<file path="src/sv/xsr_pkg.sv">
// ----------------------------------------------------------------------------
// xsr_pkg
// shared types, codes and constants of the xoshiro256** generator
// ----------------------------------------------------------------------------
package xsr_pkg;

  localparam int unsigned WordWidth = 64;
  localparam int unsigned HalfWidth = WordWidth / 2;
  localparam int unsigned NumWords  = 4;
  localparam int unsigned WordIdxW  = $clog2(NumWords);

  // splitmix64 constants
  localparam logic [WordWidth-1:0] GOLDEN_GAMMA = 64'h9E37_79B9_7F4A_7C15;
  localparam logic [WordWidth-1:0] MIX_MUL_A    = 64'hBF58_476D_1CE4_E5B9;
  localparam logic [WordWidth-1:0] MIX_MUL_B    = 64'h94D0_49BB_1331_11EB;
  localparam int unsigned MIX_SHIFT_A = 30;
  localparam int unsigned MIX_SHIFT_B = 27;
  localparam int unsigned MIX_SHIFT_C = 31;

  // xoshiro256** constants
  localparam int unsigned UPD_SHIFT  = 17;
  localparam int unsigned UPD_ROT    = 45;
  localparam int unsigned SCR_ROT    = 7;
  localparam int unsigned SCR_SHL_5  = 2;   // x * 5 = x + (x << 2)
  localparam int unsigned SCR_SHL_9  = 3;   // x * 9 = x + (x << 3)

  // three partial products of a 64 x 64 multiply kept modulo 2^64
  localparam int unsigned MulSteps = 3;
  localparam int unsigned MulStepW = $clog2(MulSteps);
  localparam logic [MulStepW-1:0] MUL_LO_LO = 2'd0;
  localparam logic [MulStepW-1:0] MUL_HI_LO = 2'd1;
  localparam logic [MulStepW-1:0] MUL_LO_HI = 2'd2;

  typedef enum logic {
    OP_NEXT = 1'b0,
    OP_SEED = 1'b1
  } opcode_e;

  typedef enum logic [2:0] {
    S_INIT,
    S_IDLE,
    S_BEGIN,
    S_MUL_A,
    S_MID,
    S_MUL_B,
    S_STORE
  } state_e;

  // controller -> datapath commands
  typedef struct packed {
    logic                seed_load;
    logic                seed_zero;
    logic                mix_begin;
    logic                mul_en;
    logic [MulStepW-1:0] mul_step;
    logic                mul_sel_b;
    logic                mix_mid;
    logic                mix_store;
    logic [WordIdxW-1:0] word_idx;
    logic                advance;
  } xsr_cmd_t;

endpackage

</file>
<file path="src/sv/xoshiro256starstar_generator_unit.sv">
// ----------------------------------------------------------------------------
// xoshiro256starstar_generator_unit
// xoshiro256** random word generator with splitmix64 seeding
// ----------------------------------------------------------------------------
// usage:
//   input channel (in_valid_i / in_ready_o) carries one request per
//   transaction: opcode_i = next gives one random_word_o, opcode_i = seed
//   reloads the four state words from seed_value_i and gives nothing
//   output channel (out_valid_o / out_ready_i) carries one random word per
//   next transaction, from a registered output slot
// latency and throughput:
//   the word of a next request is valid the cycle after acceptance, and
//   a new request is taken every cycle while the receiver keeps up and
//   no seeding pass runs; a seed request ends before the next is taken:
//   four splitmix64 words, each a begin, three multiply, a mid, three
//   multiply and a store step, set by the shared 32 x 32 multiplier
//   that builds each 64-bit product over three partial products
// reset:
//   the block runs a seeding pass with seed zero, with in_ready_o low
//   until it ends
// stall:
//   while an unread word waits, a new request is taken only in the cycle
//   the receiver takes that word
// ----------------------------------------------------------------------------
module xoshiro256starstar_generator_unit (
  input  logic                           clk_i,
  input  logic                           rst_ni,
  input  logic                           in_valid_i,
  output logic                           in_ready_o,
  input  logic [0:0]                     opcode_i,
  input  logic [xsr_pkg::WordWidth-1:0]  seed_value_i,
  output logic                           out_valid_o,
  input  logic                           out_ready_i,
  output logic [xsr_pkg::WordWidth-1:0]  random_word_o
);
  import xsr_pkg::*;

  // command bundle from sequencer to datapath
  xsr_cmd_t cmd;

  // sequencer: seeding steps, request acceptance, output valid flag
  xsr_ctrl u_ctrl (
    .clk_i       (clk_i),
    .rst_ni      (rst_ni),
    .in_valid_i  (in_valid_i),
    .in_ready_o  (in_ready_o),
    .opcode_i    (opcode_i),
    .out_valid_o (out_valid_o),
    .out_ready_i (out_ready_i),
    .cmd_o       (cmd)
  );

  // datapath: state words, mixing, multiply steps, advance and output slot
  xsr_datapath u_datapath (
    .clk_i         (clk_i),
    .cmd_i         (cmd),
    .seed_value_i  (seed_value_i),
    .random_word_o (random_word_o)
  );

endmodule

</file>
<file path="src/sv/xsr_datapath.sv">
// ----------------------------------------------------------------------------
// xsr_datapath
// state words, splitmix64 seeding datapath with a shared 32 x 32 multiplier,
// and the xoshiro256** advance with its output register
// ----------------------------------------------------------------------------
module xsr_datapath (
  input  logic                            clk_i,
  input  xsr_pkg::xsr_cmd_t               cmd_i,
  input  logic [xsr_pkg::WordWidth-1:0]   seed_value_i,
  output logic [xsr_pkg::WordWidth-1:0]   random_word_o
);
  import xsr_pkg::*;

  logic [WordWidth-1:0] gen_q [NumWords];
  logic [WordWidth-1:0] gen_d [NumWords];
  logic [WordWidth-1:0] counter_q, counter_d;
  logic [WordWidth-1:0] mop_q, mop_d;
  logic [WordWidth-1:0] acc_q, acc_d;
  logic [WordWidth-1:0] word_q, word_d;

  logic [WordWidth-1:0] count_inc;
  logic [WordWidth-1:0] mul_const;
  logic [HalfWidth-1:0] mul_x, mul_y;
  logic [WordWidth-1:0] mul_prod;
  logic [WordWidth-1:0] times5, rot7, times9;

  assign count_inc = counter_q + GOLDEN_GAMMA;

  // shared multiplier, one partial product per cycle
  assign mul_const = cmd_i.mul_sel_b ? MIX_MUL_B : MIX_MUL_A;
  assign mul_x     = (cmd_i.mul_step == MUL_HI_LO) ? mop_q[WordWidth-1:HalfWidth]
                                                   : mop_q[HalfWidth-1:0];
  assign mul_y     = (cmd_i.mul_step == MUL_LO_HI) ? mul_const[WordWidth-1:HalfWidth]
                                                   : mul_const[HalfWidth-1:0];
  assign mul_prod  = WordWidth'(mul_x) * WordWidth'(mul_y);

  // scrambler: rotl(s1 * 5, 7) * 9
  assign times5 = gen_q[1] + (gen_q[1] << SCR_SHL_5);
  assign rot7   = (times5 << SCR_ROT) | (times5 >> (WordWidth - SCR_ROT));
  assign times9 = rot7 + (rot7 << SCR_SHL_9);

  always_comb begin
    counter_d = counter_q;
    mop_d     = mop_q;
    acc_d     = acc_q;
    word_d    = word_q;
    for (int i = 0; i < NumWords; i++) begin
      gen_d[i] = gen_q[i];
    end

    if (cmd_i.seed_load) begin
      counter_d = cmd_i.seed_zero ? '0 : seed_value_i;
    end

    if (cmd_i.mix_begin) begin
      counter_d = count_inc;
      mop_d     = count_inc ^ (count_inc >> MIX_SHIFT_A);
    end

    if (cmd_i.mix_mid) begin
      mop_d = acc_q ^ (acc_q >> MIX_SHIFT_B);
    end

    if (cmd_i.mul_en) begin
      if (cmd_i.mul_step == MUL_LO_LO) begin
        acc_d = mul_prod;
      end else begin
        acc_d = acc_q + {mul_prod[HalfWidth-1:0], {HalfWidth{1'b0}}};
      end
    end

    if (cmd_i.mix_store) begin
      gen_d[cmd_i.word_idx] = acc_q ^ (acc_q >> MIX_SHIFT_C);
    end

    if (cmd_i.advance) begin
      word_d   = times9;
      gen_d[0] = gen_q[0] ^ gen_q[3] ^ gen_q[1];
      gen_d[1] = gen_q[1] ^ gen_q[2] ^ gen_q[0];
      gen_d[2] = gen_q[2] ^ gen_q[0] ^ (gen_q[1] << UPD_SHIFT);
      gen_d[3] = ((gen_q[3] ^ gen_q[1]) << UPD_ROT)
               | ((gen_q[3] ^ gen_q[1]) >> (WordWidth - UPD_ROT));
    end
  end

  // payload registers with no reset; the seeding pass that follows reset fills the counter and state words
  always_ff @(posedge clk_i) begin
    counter_q <= counter_d;
    mop_q     <= mop_d;
    acc_q     <= acc_d;
    word_q    <= word_d;
    for (int i = 0; i < NumWords; i++) begin
      gen_q[i] <= gen_d[i];
    end
  end

  assign random_word_o = word_q;

endmodule

</file>
<file path="src/sv/xsr_ctrl.sv">
// ----------------------------------------------------------------------------
// xsr_ctrl
// sequencer for seeding and next requests, plus the output valid flag
// ----------------------------------------------------------------------------
module xsr_ctrl (
  input  logic               clk_i,
  input  logic               rst_ni,
  input  logic               in_valid_i,
  output logic               in_ready_o,
  input  logic [0:0]         opcode_i,
  output logic               out_valid_o,
  input  logic               out_ready_i,
  output xsr_pkg::xsr_cmd_t  cmd_o
);
  import xsr_pkg::*;

  state_e               state_q, state_d;
  logic [MulStepW-1:0]  step_q, step_d;
  logic [WordIdxW-1:0]  word_q, word_d;
  logic                 out_valid_q, out_valid_d;
  logic                 accept;
  logic                 is_seed;
  logic                 last_step;

  assign in_ready_o = (state_q == S_IDLE) && (!out_valid_q || out_ready_i);
  assign accept     = in_valid_i && in_ready_o;
  assign is_seed    = (opcode_i == OP_SEED);
  assign last_step  = (step_q == MUL_LO_HI);

  // next state
  always_comb begin
    state_d = state_q;
    step_d  = step_q;
    word_d  = word_q;
    unique case (state_q)
      S_INIT: begin
        state_d = S_BEGIN;
        word_d  = '0;
      end
      S_IDLE: begin
        if (accept && is_seed) begin
          state_d = S_BEGIN;
          word_d  = '0;
        end
      end
      S_BEGIN: begin
        state_d = S_MUL_A;
        step_d  = MUL_LO_LO;
      end
      S_MUL_A: begin
        step_d = step_q + 1'b1;
        if (last_step) begin
          state_d = S_MID;
        end
      end
      S_MID: begin
        state_d = S_MUL_B;
        step_d  = MUL_LO_LO;
      end
      S_MUL_B: begin
        step_d = step_q + 1'b1;
        if (last_step) begin
          state_d = S_STORE;
        end
      end
      S_STORE: begin
        word_d = word_q + 1'b1;
        if (word_q == WordIdxW'(NumWords - 1)) begin
          state_d = S_IDLE;
        end else begin
          state_d = S_BEGIN;
        end
      end
      default: state_d = S_INIT;
    endcase
  end

  // command outputs
  always_comb begin
    cmd_o          = '0;
    cmd_o.mul_step = step_q;
    cmd_o.word_idx = word_q;
    unique case (state_q)
      S_INIT: begin
        cmd_o.seed_load = 1'b1;
        cmd_o.seed_zero = 1'b1;
      end
      S_IDLE: begin
        cmd_o.seed_load = accept && is_seed;
        cmd_o.advance   = accept && !is_seed;
      end
      S_BEGIN: cmd_o.mix_begin = 1'b1;
      S_MUL_A: cmd_o.mul_en    = 1'b1;
      S_MID:   cmd_o.mix_mid   = 1'b1;
      S_MUL_B: begin
        cmd_o.mul_en    = 1'b1;
        cmd_o.mul_sel_b = 1'b1;
      end
      S_STORE: cmd_o.mix_store = 1'b1;
      default: cmd_o = '0;
    endcase
  end

  always_comb begin
    out_valid_d = out_valid_q;
    if (cmd_o.advance) begin
      out_valid_d = 1'b1;
    end else if (out_ready_i) begin
      out_valid_d = 1'b0;
    end
  end

  always_ff @(posedge clk_i or negedge rst_ni) begin
    if (!rst_ni) begin
      state_q     <= S_INIT;
      step_q      <= '0;
      word_q      <= '0;
      out_valid_q <= 1'b0;
    end else begin
      state_q     <= state_d;
      step_q      <= step_d;
      word_q      <= word_d;
      out_valid_q <= out_valid_d;
    end
  end

  assign out_valid_o = out_valid_q;

endmodule

</file>
<file path="config.mk">
export PLATFORM = sky130hd
export DESIGN_NAME = xoshiro256starstar_generator_unit
export DESIGN_NICKNAME = d
export VERILOG_FILES = /design/src/sv/xsr_pkg.sv /design/src/sv/xoshiro256starstar_generator_unit.sv /design/src/sv/xsr_datapath.sv /design/src/sv/xsr_ctrl.sv
export SDC_FILE = /design/constraint.sdc
export NUM_CORES = 2
export LEC_CHECK = 0
export BUFFER_PORTS_ARGS = -buffer_cell sky130_fd_sc_hd__buf_2
export CORE_MARGIN = 4
export CORE_UTILIZATION = 55
export CTS_CLUSTER_DIAMETER = 120
export DETAILED_ROUTE_END_ITERATION = 8
export GPL_TIMING_DRIVEN = 0
export HOLD_SLACK_MARGIN = 0.08
export PLACE_DENSITY = 0.86
export SLEW_MARGIN = 0
export SYNTH_ARGS = -nofsm -noshare
export SYNTH_HDL_FRONTEND = slang
export SYNTH_SLANG_ARGS = --single-unit
</file>
<file path="constraint.sdc">
create_clock -name clk_i -period 10.48 [get_ports clk_i]
set_input_delay 1.048 -clock clk_i [delete_from_list [all_inputs] [get_ports clk_i]]
set_output_delay 1.048 -clock clk_i [all_outputs]
set_load 0.02 [all_outputs]
</file>
==> impl_results.md <==
- Cell with the most instances after synthesis: inv_1
- Max_cap viols: 0
- CP dominant cell by count: fa_1
- Crit path DAT: 10.72 ns
- Tightest Hold Check Type: primary input to async pin
- Seq/Total Area, Yosys: 0.2433
- Vias in the first global route: 52844
- I/O pins: 135
- Via count: 52134
- Crit. End Element: flip-flop
- EDFF count, synth: 512
- Startpoint Class: flip-flop
- Clk slew on worst S/H paths: about 0.070 ns
- Most used DFF post-synth: edfxtp_1
- Fmax: 96.66 MHz
- Normalized max-slew margin: 0.1322
- Layout cells sized above 1: 0.07407
- Top cell type's share of synthesized area: 0.2580
- DP HPWL: 180400 um
- Syn_nets: between 7000 and 8000
- CTS Buf Count: 51
- Synth Cell Area: 64020 um^2
- Core area: 115000 um^2
- Max Fanout on Critical Path: 10
- Outcome: complete, no violations
- Top post-synthesis cells by area: fa_1 26%, edfxtp_1 24%, ha_1 9.7%, inv_1 5.6%, xnor2_1 5.4%
- Flops & latches, synth: 520
- Post-layout util: 0.6069
- CTS root buf: clkbuf_16
- Die X: ~350 um
- Area leader, netlist: fa_1
- Buf+Inv Stages, Crit Path: 9
- Synth Warn #: 0
- Synth Area per Inst: 9.835 um^2
- Max H-tree Level: 2
- CTS max path bufs: 3
- GPL Wtd Cong: 1.059
- Post-route DRC: 0
- Fin. max-slew vios: 0
- Drt wl/cell: about 27 um
- Yosys cell types: 99
- Multi-input gate area: 44350 um^2
- CP Launch Point: u_ctrl.state_q[1]
- Drt via density: approximately 6.3
- Total Nets Final: a little over 8000
- Top Family by Delay on Critical Path: adder cells
- First-pass GRT wire length: 327300 um
- Grt total ovfl: 0
- Synth cell count leaders: 956 x inv_1, 825 x fa_1, 512 x edfxtp_1
- Largest net degree at the start of global routing: 73
- CTS tree: built
- Measured slew at the worst slew-check pin: ~1.3 ns
- Routed Antenna Nets: 0
- TritonRoute pass-1 iters: 9
- Initial antenna violation count: 3
- TritonCTS Sinks: 520
- Clock skew: 0.04132 ns
- All-layer global routing usage: 0.3593
- CP max stage delay: 0.57 ns
- Routed WL: 221300 um
- RR Startpoint: u_ctrl.state_q[1]
- Setup violators final: 0
- Cells after Synth: 6509
- Min Clock Period, post-route: 10.35 ns
- Post-route clock period utilization: 0.9871
- Die area: 121900 um^2
- Fillers: 9310
- Slowest cell on crit path: fa_1
- Storage cell area: 15580 um^2
- Post-synth ARST share: 0.01538
- Die height: 349.2 um
- Port Buffers: 134
- Final hold violations: 0
- Crit Path Class: flip-flop to flip-flop
- Clk Latency, worst-skew pair: 0.66 ns
- Site Rows: 124
- Initial Utilization: 0.5569
- DRC marker count from the first detailed-route iteration: 6786
- Syn-to-layout area delta: 8.992%
- Critical path required time: 10.86 ns
-- stage by stage --
stage	cells	cell area (um^2)	TNS (ns)	setup slack, ns	hold WS [ns]
after floorplan	6509	64020	0	0.6075	0.5275
after global placement	8155	66580	-87.29	-2.960	0.5567
after CTS	8295	69430	0	0.01700	0.2484
final	8304	69780	0	0.1347	0.2510
after global routing	8303	69770	-0.03095	-0.01922	0.2621
after detailed placement	8177	67100	-87.88	-2.995	0.5711
-- layer usage --
metal / routed length (um) / GRT usage / part of all wire / vias to the layer above
met3: 29180 / 0.1130 / 0.13 / 986
met1: 77550 / 0.4425 / 0.35 / 25326
li1: - / - / - / 22028
met5: 68 / 0.003532 / 0.00031 / -
met4: 18780 / 0.2230 / 0.085 / 4
met2: 95760 / 0.5526 / 0.43 / 3790
-- cell usage in the layout, fill, tap and decap left out, types with 40 or more instances in the layout --
| cell type | Yosys | layout |
|---|---|---|
| clkbuf_1 | 219 | 190 |
| nor2b_1 | 56 | 54 |
| and2_1 | 107 | 100 |
| xor2_1 | 268 | 266 |
| inv_1 | 956 | 947 |
| o21ai_0 | 318 | 311 |
| xnor2_1 | 393 | 381 |
| o31ai_1 | 52 | 52 |
| o22ai_1 | 55 | 55 |
| fa_1 | 825 | 821 |
| nand4_1 | 51 | 51 |
| ha_1 | 495 | 489 |
| a21o_1 | 131 | 131 |
| nor2_1 | 408 | 390 |
| a21oi_1 | 313 | 309 |
| clkbuf_16 | 0 | 51 |
| nand3_1 | 120 | 116 |
| buf_2 | 8 | 143 |
| buf_1 | 42 | 41 |
| nand2_1 | 484 | 482 |
| or3_1 | 54 | 54 |
| o21bai_1 | 46 | 46 |
| edfxtp_1 | 512 | 512 |
| nand2b_1 | 91 | 91 |
| and3_1 | 40 | 40 |
-- state kept, by name (all words and copies together) (netlist names) --
register and flops:
u_datapath.gen_q 256, u_datapath.acc_q 64, u_datapath.counter_q 64, u_datapath.mop_q 64, u_datapath.random_word_o 64, u_ctrl.state_q 3
u_ctrl.step_q 2, u_ctrl.word_q 2, u_ctrl.out_valid_o 1
-- final timing paths --
check / to / slack, ns / cells after the start
max: u_datapath.acc_q[63] / 0.13 / 37
min: u_ctrl.state_q[0] / 0.25 / 1
max reg2reg: u_datapath.acc_q[63] / 0.13 / 37
min reg2reg: u_ctrl.step_q[1] / 0.69 / 2
max in group asynchronous: u_ctrl.state_q[1] / 10.04 / 1
min in group clk_i: u_datapath.counter_q[58] / 0.68 / 3
-- timing repair --
action                     in CTS  in global routing
pin swaps                       3                  8
setup endpoints to repair      51                 14
gates resized for setup       110                 93
hold buffers                    0                  0
setup buffers                  27                 11
-- worst reg2reg max path: cells and delay by family (launching register included) --
kind | cells | cell delay, ns
adders and majority gates | 10 | 4.66
DFF | 1 | 0.46
muxes | 1 | 0.44
and+or+nand+nor | 8 | 1.44
buffers and inverters | 9 | 1.54
AOI/OAI and AO/OA | 7 | 1.14
xor gates and xnor gates | 2 | 0.42
-- area by class of cell --
| class | count | area share |
|---|---|---|
| buffer | 264 | 0.01657 |
| sequential | 520 | 0.2233 |
| antenna | 1 | 0.00003586 |
| timing repair buffer | 195 | 0.02050 |
| clock buffer | 63 | 0.01894 |
| multi-input combinational | 4754 | 0.6356 |
| inverter | 964 | 0.05252 |
| tap | 1512 | 0.02711 |
| clock inverter | 31 | 0.005451 |
-- kinds of logic (layout without fill, tap and decap cells) --
kind of cell             Yosys count  in the layout  synth area share
AO/OA/AOI/OAI                   1181           1181            0.1152
XOR/XNOR                         668            668           0.09293
adder cells (fa/ha/maj)         1320           1320            0.3547
buffers and inverters           1235           1517           0.07276
flip-flops                       520            520            0.2433
multiplexers                      44             44          0.007173
other                              0              1                 0
AND/OR/NAND/NOR                 1541           1541            0.1140
Power is left out: the tool's default activity adds up to more than one toggle a clock period on the data nets, which glitch-free logic cannot reach.
